### src/rtl/core/txs_pkg.sv
// Shared widths, codes, types and coordinate helpers for the texture sampler.
`default_nettype none
package txs_pkg;

    localparam int MAX_TEXELS = 65536;
    localparam int MAX_DIM    = 1024;
    localparam int CHAN_W     = 16;
    localparam int N_CHAN     = 4;
    localparam int TEXEL_W    = N_CHAN * CHAN_W;
    localparam int ADDR_W     = $clog2(MAX_TEXELS);
    localparam int WIDX_W     = 16;
    localparam int CRD_W      = $clog2(MAX_DIM);
    localparam int ESZ_W      = CRD_W + 1;
    localparam int SIZE_W     = 11;
    localparam int UV_W       = 20;
    localparam int FRAC_W     = 16;
    localparam int INT_W      = UV_W - FRAC_W;
    localparam int TX_W       = ESZ_W + INT_W;
    localparam int PROD_W     = UV_W + ESZ_W + 1;
    localparam int LIN_W      = CRD_W + ESZ_W + 1;
    localparam int N_TAPS     = 5;
    localparam int TAP_W      = $clog2(N_TAPS);
    localparam int ACC_W      = CHAN_W + $clog2(N_TAPS);
    localparam int DIV5_SHIFT = ACC_W + 2;
    localparam logic [ACC_W-1:0] DIV5_MUL = ACC_W'((1 << DIV5_SHIFT) / N_TAPS + 1);
    localparam logic [PROD_W-1:0] FRAC_MASK = PROD_W'((1 << FRAC_W) - 1);

    localparam int CFG_IDX_W  = 2;
    localparam int CFG_DATA_W = SIZE_W;
    localparam logic [CFG_IDX_W-1:0] CFG_FILTER = 2'd0;
    localparam logic [CFG_IDX_W-1:0] CFG_WRAP   = 2'd1;
    localparam logic [CFG_IDX_W-1:0] CFG_WIDTH  = 2'd2;
    localparam logic [CFG_IDX_W-1:0] CFG_HEIGHT = 2'd3;

    localparam logic [1:0] FLT_NEAREST = 2'd0;
    localparam logic [1:0] FLT_CROSS   = 2'd1;
    localparam logic       WRAP_CLAMP  = 1'b0;
    localparam logic       WRAP_REPEAT = 1'b1;
    localparam logic       OP_WRITE    = 1'b0;
    localparam logic       OP_LOOKUP   = 1'b1;

    typedef struct packed {
        logic                     op;
        logic signed [UV_W-1:0]   coord_u;
        logic signed [UV_W-1:0]   coord_v;
        logic [WIDX_W-1:0]        write_index;
        logic [CHAN_W-1:0]        red;
        logic [CHAN_W-1:0]        green;
        logic [CHAN_W-1:0]        blue;
        logic [CHAN_W-1:0]        alpha;
    } t_in_beat;

    typedef struct packed {
        logic [CHAN_W-1:0] red;
        logic [CHAN_W-1:0] green;
        logic [CHAN_W-1:0] blue;
        logic [CHAN_W-1:0] alpha;
    } t_px;

    typedef struct packed {
        logic             store;
        logic             load;
        logic             scale;
        logic             issue;
        logic [TAP_W-1:0] tap;
        logic             finish;
    } t_dp_cmd;

    typedef struct packed {
        logic pipe_empty;
        logic out_free;
        logic nearest;
        logic black;
    } t_dp_sts;

    function automatic logic [ESZ_W-1:0] eff_size(input logic [SIZE_W-1:0] reg_val);
        logic [ESZ_W-1:0] res;
        if (reg_val == '0) begin
            res = ESZ_W'(1);
        end else if (reg_val > SIZE_W'(MAX_DIM)) begin
            res = ESZ_W'(MAX_DIM);
        end else begin
            res = ESZ_W'(reg_val);
        end
        return res;
    endfunction

    // coordinate times size, truncated toward zero
    function automatic logic signed [TX_W-1:0] scale_coord(input logic signed [UV_W-1:0] c,
                                                           input logic [ESZ_W-1:0] sz);
        logic signed [PROD_W-1:0] p;
        p = c * $signed({1'b0, sz});
        if (p < 0) begin
            p = p + FRAC_MASK;
        end
        return p[FRAC_W +: TX_W];
    endfunction

    function automatic logic signed [1:0] tap_dx(input logic [TAP_W-1:0] k);
        logic signed [1:0] d;
        case (k)
            3'd1:    d = 2'sd1;
            3'd2:    d = -2'sd1;
            default: d = 2'sd0;
        endcase
        return d;
    endfunction

    function automatic logic signed [1:0] tap_dy(input logic [TAP_W-1:0] k);
        logic signed [1:0] d;
        case (k)
            3'd3:    d = 2'sd1;
            3'd4:    d = -2'sd1;
            default: d = 2'sd0;
        endcase
        return d;
    endfunction

    // clamp to [0, size-1] or true modulo; |c| stays below 2^INT_W times size
    function automatic logic [CRD_W-1:0] fix_coord(input logic signed [TX_W-1:0] c,
                                                   input logic [ESZ_W-1:0] sz,
                                                   input logic wrap);
        logic [TX_W-1:0]  mag;
        logic [TX_W-1:0]  szx;
        logic [TX_W-1:0]  step;
        logic [CRD_W-1:0] res;
        int               i;
        szx = TX_W'(sz);
        if (wrap == WRAP_CLAMP) begin
            if (c[TX_W-1]) begin
                res = '0;
            end else if (TX_W'(c) > szx - TX_W'(1)) begin
                res = CRD_W'(szx - TX_W'(1));
            end else begin
                res = CRD_W'(c);
            end
        end else begin
            mag = c[TX_W-1] ? TX_W'(-c) : TX_W'(c);
            for (i = INT_W - 1; i >= 0; i--) begin
                step = szx << i;
                if (mag >= step) begin
                    mag = mag - step;
                end
            end
            if (c[TX_W-1] && (mag != '0)) begin
                mag = szx - mag;
            end
            res = CRD_W'(mag);
        end
        return res;
    endfunction

endpackage
`default_nettype wire

### src/rtl/core/txs_ctrl.sv
// Sampler controller: accept, scale, tap issue, drain and result hand-off.
`default_nettype none
module txs_ctrl (
    input  wire logic              i_clk,
    input  wire logic              i_rst_n,
    input  wire logic              i_valid,
    input  wire logic              i_op,
    input  wire txs_pkg::t_dp_sts  i_sts,
    output logic                   o_ready,
    output txs_pkg::t_dp_cmd       o_cmd
);
    typedef enum logic [2:0] {
        S_IDLE,
        S_SCALE,
        S_TAPS,
        S_DRAIN,
        S_FINISH
    } t_state;

    t_state                      r_state, n_state;
    logic [txs_pkg::TAP_W-1:0]   r_cnt, n_cnt;
    logic [txs_pkg::TAP_W-1:0]   last_tap;
    logic                        fire;

    assign o_ready  = (r_state == S_IDLE);
    assign fire     = o_ready && i_valid;
    assign last_tap = i_sts.nearest ? '0 : txs_pkg::TAP_W'(txs_pkg::N_TAPS - 1);

    always_comb begin
        n_state      = r_state;
        n_cnt        = r_cnt;
        o_cmd        = '0;
        o_cmd.tap    = r_cnt;
        unique case (r_state)
            S_IDLE: begin
                o_cmd.store = fire && (i_op == txs_pkg::OP_WRITE);
                o_cmd.load  = fire && (i_op == txs_pkg::OP_LOOKUP);
                if (o_cmd.load) begin
                    n_state = i_sts.black ? S_FINISH : S_SCALE;
                end
            end
            S_SCALE: begin
                o_cmd.scale = 1'b1;
                n_cnt       = '0;
                n_state     = S_TAPS;
            end
            S_TAPS: begin
                o_cmd.issue = 1'b1;
                if (r_cnt == last_tap) begin
                    n_state = S_DRAIN;
                end else begin
                    n_cnt = r_cnt + txs_pkg::TAP_W'(1);
                end
            end
            S_DRAIN: begin
                if (i_sts.pipe_empty) begin
                    n_state = S_FINISH;
                end
            end
            S_FINISH: begin
                if (i_sts.out_free) begin
                    o_cmd.finish = 1'b1;
                    n_state      = S_IDLE;
                end
            end
            default: n_state = S_IDLE;
        endcase
    end

    always_ff @(posedge i_clk) begin
        if (!i_rst_n) begin
            r_state <= S_IDLE;
            r_cnt   <= '0;
        end else begin
            r_state <= n_state;
            r_cnt   <= n_cnt;
        end
    end

    a_cnt_range: assert property (@(posedge i_clk) disable iff (!i_rst_n)
        r_cnt <= txs_pkg::TAP_W'(txs_pkg::N_TAPS - 1))
        else $error("tap count out of range");

    a_drain_exit: assert property (@(posedge i_clk) disable iff (!i_rst_n)
        (r_state == S_DRAIN && i_sts.pipe_empty) |=> (r_state == S_FINISH))
        else $error("drain did not hand off to finish");
endmodule
`default_nettype wire

### config.mk
export PLATFORM = sky130hd
export DESIGN_NAME = txs_ctrl
export DESIGN_NICKNAME = d
export VERILOG_FILES = /design/src/rtl/core/txs_pkg.sv /design/src/rtl/core/txs_ctrl.sv
export SDC_FILE = /design/constraint.sdc
export NUM_CORES = 1
export LEC_CHECK = 0
export BUFFER_PORTS_ARGS = -buffer_cell sky130_fd_sc_hd__buf_4
export CAP_MARGIN = 10
export CORE_AREA = 2 2 39 41
export CTS_BUF_LIST = sky130_fd_sc_hd__clkbuf_4
export DETAILED_ROUTE_END_ITERATION = 8
export DIE_AREA = 0 0 41 43
export GPL_TIMING_DRIVEN = 0
export HOLD_SLACK_MARGIN = 0.1
export PLACE_DENSITY = 0.63
export SLEW_MARGIN = 10
export SYNTH_ARGS = -nofsm -noshare
export SYNTH_HDL_FRONTEND = slang
export SYNTH_SLANG_ARGS = --single-unit
### constraint.sdc
create_clock -name i_clk -period 5.19 [get_ports i_clk]
set_clock_uncertainty 0.2 [all_clocks]
set_input_delay 0.7785 -clock i_clk [delete_from_list [all_inputs] [get_ports i_clk]]
set_output_delay 0.7785 -clock i_clk [all_outputs]
set_load 0.1 [all_outputs]
# Word level (Yosys, flattened, before mapping)
# Index checks and enable logic that the tools add are counted.
# classes
addsub	1
eq_ne	10
n_mux	14
n_bitwise	1
n_reduce_logical	7
# op_table
operator	n
two-way mux 3 bit	7
one-hot mux 3 bit (5 select lines)	1
!= test 2 bit, second input constant	4
== test 3 x 2 -> 1 bit, second input constant	2
one-hot mux 3 bit (2 select lines)	1
two-way mux 1 bit	4
AND reduction 4 bit	1
adder 3 x 1 -> 3 bit, second input constant	1
== test 3 x 1 -> 1 bit, second input constant	1
== test 3 bit	1
== test 3 bit, second input constant	1
logical AND 1 bit	3
zero test 3 bit	1
two-way mux 2 bit	1
!= test 2 x 1 -> 1 bit, second input constant	1
AND reduction 2 bit	1
nonzero test 2 bit	1
NOT 1 bit	1
# word_totals
regBits	6
output_inout_bits	9
wordCells	35

# Depth between registers and ports, before layout
# Gate-level depths: netlist (run 1).
# logic_depth
word_depth	5
ltp_mapped	6
mapped_depth_nobuf	6

# Worst setup path after synthesis (run 1)
# Ideal clock, no wire load.
# synth_path
path_kind	register -> output
startpoint	register r_state[1]
endpoint	output o_cmd[7] (netlist name)
arrival_time_ns	4.066
slack_ns	0.145
path_stages_with_launch	5
path_cell_list	dfxtp_1 buf_6 nor3_1 nand2_1 nor2_1
# synth_lines
item	line_no	text
start: declaration	txs_ctrl.sv:20	t_state r_state, n_state;
start signal: assignment	txs_ctrl.sv:75	r_state <= n_state;
end: declaration	txs_ctrl.sv:10	output txs_pkg::t_dp_cmd o_cmd

==> results by group, run 1 <==
Placed design
  – GPL Wtd Cong: roughly 0.65
  – Placed Area: approximately 580 um2
  – HPWL after detailed placement: 693.3 um
  – PortBufs: 16

Drt
  – Met3 wire len: around 70 um
  – DRT iter0 DRCs: 10
  – DR WL met2: between 400 and 500 um
  – Drt drc: 0
  – WL per Instance: 10.42 um
  – Highest routed layer: met3
  – Routed Antenna Nets: 0
  – Routed vias: 414
  – Vias per inst: 4.929
  – Drt pass-1 iters: 4
  – Final WL: ~880 um
  – Met1 wire length: around 360 um

Timing
  – Setup violators final: 0
  – Slew HR: a little over 70%
  – Period utilisation layout: around half
  – Fin. max-slew vios: 0
  – RSZ-0062 raised after global routing: false
  – Crit path time final: ~2.5 ns
  – Achievable Freq: between 400 and 500 MHz
  – Setup TNS: 0 ns
  – Hold Vio Cnt, Final: 0
  – Worst slew pin tran: about 0.44 ns

Layout
  – Area grow syn2layout: 37.36%
  – Final design area excluding fillers: 598.1 um2
  – Fillers: between 100 and 150
  – Share of layout cells above drive strength 1: between 30 and 40%
  – Fin nets: 80
  – # diodes: 0

GRT
  – Gr usage total: between 10% and 20%
  – Initial antenna violation count: 0
  – Largest net degree at the start of global routing: 11
  – Number of global-route vias before repair: between 300 and 400
  – Overflow after GRT: 0
  – First-pass GRT wire length: ~1.4 mm

Synth
  – Register area share after synthesis: between 20 and 30%
  – Post-Syn Area: between 400 and 500 um2
  – Synthesis-stage register bit count: 6
  – Leading area contributor after synthesis: dfxtp_1
  – Post-synthesis cell count: 49
  – Synth area leaders: dfxtp_1 (28%), ha_1 (5.7%), buf_6 (5.2%)
  – Total number of yosys warnings: 0
  – Yosys top cell area share: 27.59%
  – Synth unique cells: 24
  – Mapped Nets: slightly below 60
  – Syn_area_per_cell: slightly below 9 um2

Die
  – Die footprint: ~1800 um2
  – CORE AREA: between 1000 and 1500 um2
  – Row Count: 14
  – I/O pins: 17
  – Die width: 41 um
  – Die Ht: ~43 um
  – Initial Utilization: 31.46%

Critical path
  – Worst Setup End Kind: primary output
  – Worst path required time: between 4 and 5 ns
  – Reg-to-reg startpoint: r_cnt[0]$_SDFFE_PN0P_
  – Worst path arrival time: 1.52 ns
  – Start point of the critical path: r_state[0]$_SDFFE_PN0P_
  – Critical path class: register to primary output
  – Highest fanout seen on the critical path: 10
  – CP Launch Type: register

Clock network
  – Root buf cell: clkbuf_4
  – Worst-path clk slew: 0.04 ns
  – Hold buffer count at CTS: 0
  – Cts repair resizes: 0
  – CTS max path bufs: 2
  – Htree depth: 1
  – Post-CTS Setup Bufs: 0
  – Sink Count: 6
  – Inserted Clock Buffers: 3
  – Clock latency on the worst-skew pair: roughly 0.24 ns
  – CTS tree: done

Worst hold path
  – Tightest Hold Check Type: register to register
  – Hold Startpoint: r_cnt[1]$_SDFFE_PN0P_

Flow run
  – Max-Cap Viols: 0

Run status
  – Status: complete, no violations
## routing by layer
metal,track usage (%),vias to the layer above
met5,0,-
met4,8.000,0
met3,4.712,0
met2,17.81,14
met1,14.19,189
li1,-,211
## worst max-delay path, cell delays in order (launching register included)
cell	delay, ns
dfxtp_1	0.35
buf_6	0.15
nor3b_1	0.40
buf_4	0.38
## cell type report
class | instances | area [um2] | share of cell area (%)
Tap cell | 16 | 20.02 | 3.347
Multi-Input combinational cell | 37 | 277.8 | 46.44
Timing Repair Buffer | 16 | 120.1 | 20.08
Sequential cell | 6 | 120.1 | 20.08
Inverter | 4 | 15.01 | 2.510
Clock buffer | 3 | 22.52 | 3.766
Buffer | 2 | 22.52 | 3.766
## synthesized netlist by cell type
cell type  n
dfxtp_1    6
nand2_1    6
inv_1      4
nand2b_1   3
nor2_1     3
buf_6      2
ha_1       2
mux2i_1    2
nor3_1     2
nor3b_1    2
nor4b_1    2
xnor2_1    2
xor2_1     2
a211o_1    1
a21boi_1   1
a21oi_1    1
and3_1     1
nor3b_2    1
o2111ai_1  1
o211ai_1   1
o21a_4     1
o31ai_1    1
o31ai_2    1
or4_4      1
## through the flow
step | worst slack [ns] | cells | hold WS (ns) | util (%)
floorplan | 0.1455 | 49 | 0.3632 | -
global placement | 2.854 | 81 | 0.2822 | 41.59
detailed placement | 2.853 | 81 | 0.2877 | 41.59
CTS | 2.689 | 84 | 0.2937 | 43.22
global route | 2.553 | 84 | 0.3293 | 43.22
finish | 2.695 | 84 | 0.2901 | 43.22
## logic make-up after synthesis
group / count (synthesis) / share of synthesized area (%)
AND/OR/NAND/NOR: 21 / 28.74
AO/OA/AOI/OAI: 8 / 16.67
buffers and inverters: 6 / 8.619
flip-flops: 6 / 27.59
XOR/XNOR: 4 / 8.047
multiplexers: 2 / 4.598
adder cells (fa/ha/maj): 2 / 5.746
## layout by cell type (no fill, tap or decap)
master     netlist  final
a21oi_1          1      1
clkbuf_4         0      3
o211ai_1         1      1
nand2b_1         3      3
nand2_1          6      6
nor3b_1          2      2
and3_1           1      1
o2111ai_1        1      1
xor2_1           2      2
ha_1             2      2
mux2i_1          2      2
inv_1            4      4
o21a_4           1      1
o31ai_1          1      1
buf_6            2      2
nor2_1           3      3
dfxtp_1          6      6
a211o_1          1      1
nor4b_1          2      2
nor3b_2          1      1
or4_4            1      1
o31ai_2          1      1
xnor2_1          2      2
nor3_1           2      2
a21boi_1         1      1
buf_4            0     16
## final timing paths
path / depth (start not counted) / slack (ns) / to
max: 3 / 2.70 / o_cmd[5]
min: 2 / 0.29 / r_cnt[1]$_SDFFE_PN0P_
max reg2reg: 6 / 3.30 / r_state[2]$_SDFFE_PN0P_
min reg2reg: 2 / 0.29 / r_cnt[1]$_SDFFE_PN0P_
## sequential cells by signal, summed over array words and instances, names as in the netlist
register,cells
r_state,3
r_cnt,3
Power of run 1 is left out: the tool's default activity adds up to more than one toggle a clock period on the data nets, which glitch-free logic cannot reach.
==> run 2, diff against run 1 <==
ABC_AREA = 1   (was unset)
PLACE_DENSITY = 0.67   (was 0.63)
clock period = 2.29 ns   (was 5.19 ns; I/O delays follow)
==> results by group, run 2 <==
Synth
  – Yosys top cell area share: a little over a quarter
  – Synth area leaders: dfxtp_1 (27%), nand2_1 (11%), inv_1 (9.9%)
  – Mapped Nets: 79
  – Number of synthesized flops with an enable pin: 0
  – Post-Syn Area: approximately 450 um2
  – Register area share after synthesis: a little over a quarter
  – Top_reg_cell synth: dfxtp_1
  – Most frequent cell after synthesis: nand2_1
  – Synthesis-stage register bit count: 6
  – Synth unique cells: 18
  – Synth async-reset ratio: 0%
  – Top cells by count, synth: nand2_1 (13), inv_1 (12), a21oi_1 (6), dfxtp_1 (6), nor2_1 (6)
  – Leading area contributor after synthesis: dfxtp_1
  – Post-synthesis cell count: between 60 and 70
  – Syn_area_per_cell: 6.564 um2
  – Total number of yosys warnings: 0

Layout
  – Fin util: between 40% and 50%
  – Fillers: 153
  – Share of layout cells above drive strength 1: approximately 42%
  – Most frequent cells in the layout: buf_4 (16), inv_1 (12), nand2_1 (12)
  – Top flop regs: r_cnt x3, r_state x3
  – Area grow syn2layout: 41.71%
  – # diodes: 0
  – Commonest non-fill, non-tap cell in the layout: buf_4
  – Fin nets: 100
  – Post-Layout Cell Count: between 100 and 150

Drt
  – Drt drc: 0
  – WL per Instance: 8.740 um
  – Vias per inst: 4.615
  – Final WL: about 910 um
  – Routed Antenna Nets: 0
  – Routed vias: 480
  – Drt pass-1 iters: 4
  – DRT iter0 DRCs: 4

GRT
  – Largest net degree at the start of global routing: 8
  – First-pass GRT wire length: roughly 1.5 mm
  – Number of global-route vias before repair: between 400 and 500
  – Gr usage total: 12.49%
  – Initial antenna violation count: 0
  – Overflow after GRT: 0

Critical path
  – CP Launch Type: register
  – Critical path class: register to primary output
  – Worst Setup End Kind: primary output
  – Highest fanout seen on the critical path: 5
  – Start point of the critical path: r_state[0]$_SDFFE_PN0P_
  – Worst path required time: around 1.8 ns
  – Reg-to-reg startpoint: r_cnt[0]$_SDFFE_PN0P_
  – Worst path arrival time: between 1 and 1.5 ns

Clock network
  – CTS tree: done
  – Clock latency on the worst-skew pair: around 0.24 ns
  – Post-CTS Setup Bufs: 0
  – Inserted Clock Buffers: 3
  – Sink Count: 6
  – Root buf cell: clkbuf_4
  – Cts repair resizes: 0
  – Hold buffer count at CTS: 0
  – Worst-path clk slew: 0.04 ns
  – Htree depth: 1
  – CTS max path bufs: 2

Timing
  – PnR worst setup slack: 0.3547 ns
  – Crit path time final: 1.935 ns
  – Slew HR: between 80% and 90%
  – Setup violators final: 0
  – Hold Vio Cnt, Final: 0
  – Worst slew pin tran: 0.2786 ns
  – Achievable Freq: just over 500 MHz
  – RSZ-0062 raised after global routing: false
  – Fin. max-slew vios: 0
  – Setup TNS: 0 ns
  – Period utilisation layout: between 80 and 90%

Die
  – Die Ht: ~43 um
  – Die footprint: 1763 um2
  – Row Count: 14
  – I/O pins: 17
  – Initial Utilization: 32.73%
  – CORE AREA: roughly 1400 um2
  – Die width: 41 um

Flow run
  – Max-Cap Viols: 0

Placed design
  – Inst Count DP: 101
  – GPL Wtd Cong: roughly 0.70
  – Pre-CTS setup slack: around 0.6 ns
  – PortBufs: 16
  – HPWL after detailed placement: 759.3 um

Run status
  – Status: complete, no violations

Worst hold path
  – Tightest Hold Check Type: input port to register
  – Hold Startpoint: i_rst_n
[run 2: cell types whose count changed after synthesis, moves of 3 or more]
cell      change
nand3_1       +5
nor2_1        +3
inv_2         +3
inv_1         +8
a21oi_1       +5
nand2_4       +3
nand2b_1      -3
nand2_1       +7
[run 2: per-stage QoR]
stage	cell area [um2]	hold WS, ns
3_3_place_gp	619.3	0.3030
4_1_cts	641.9	0.1469
3_5_place_dp	619.3	0.3007
6_report	641.9	0.1561
2_1_floorplan	479.2	0.2708
5_1_grt	641.9	0.1740
[run 2: area by class of cell]
| cell class | instances | area, um2 | area share, % |
|---|---|---|---|
| Sequential cell | 6 | 121.4 | 18.91 |
| Inverter | 15 | 58.81 | 9.162 |
| Tap cell | 16 | 20.02 | 3.119 |
| Multi-Input combinational cell | 48 | 299.0 | 46.59 |
| Clock buffer | 3 | 22.52 | 3.509 |
| Timing Repair Buffer | 16 | 120.1 | 18.71 |
[run 2: worst paths after layout]
kind / cells after the start / slack, ns / endpoint
max reg2reg: 8 / 0.87 / r_cnt[2]$_SDFFE_PN0P_
min: 3 / 0.16 / r_state[1]$_SDFFE_PN0P_
min reg2reg: 2 / 0.31 / r_cnt[0]$_SDFFE_PN0P_
max: 6 / 0.35 / o_cmd[7]
[run 2: cell families (layout without fill, tap and decap cells)]
kind of cell    count (synthesis)  count (layout)  synth area share, %
compound gates                 10              10                11.88
fa+ha+maj                       2               2                5.524
flops                           6               6                26.52
buf+inv                        15              34                12.43
simple gates                   36              36                43.64
[run 2: critical path: stages, from the launching register on]
cell     delay [ns]
dfxtp_1        0.35
inv_2          0.10
nand2_2        0.08
nor2_4         0.14
nand2_2        0.09
nor2_4         0.10
buf_4          0.28
[run 2: metal layers]
layer	wire length, um	global-route usage [%]	up-vias
li1	-	-	254
met4	0	4.000	0
met1	384	13.31	206
met2	445	20.31	20
met3	80	6.283	0
met5	0	0	-
Power of run 2 is left out for the same reason.
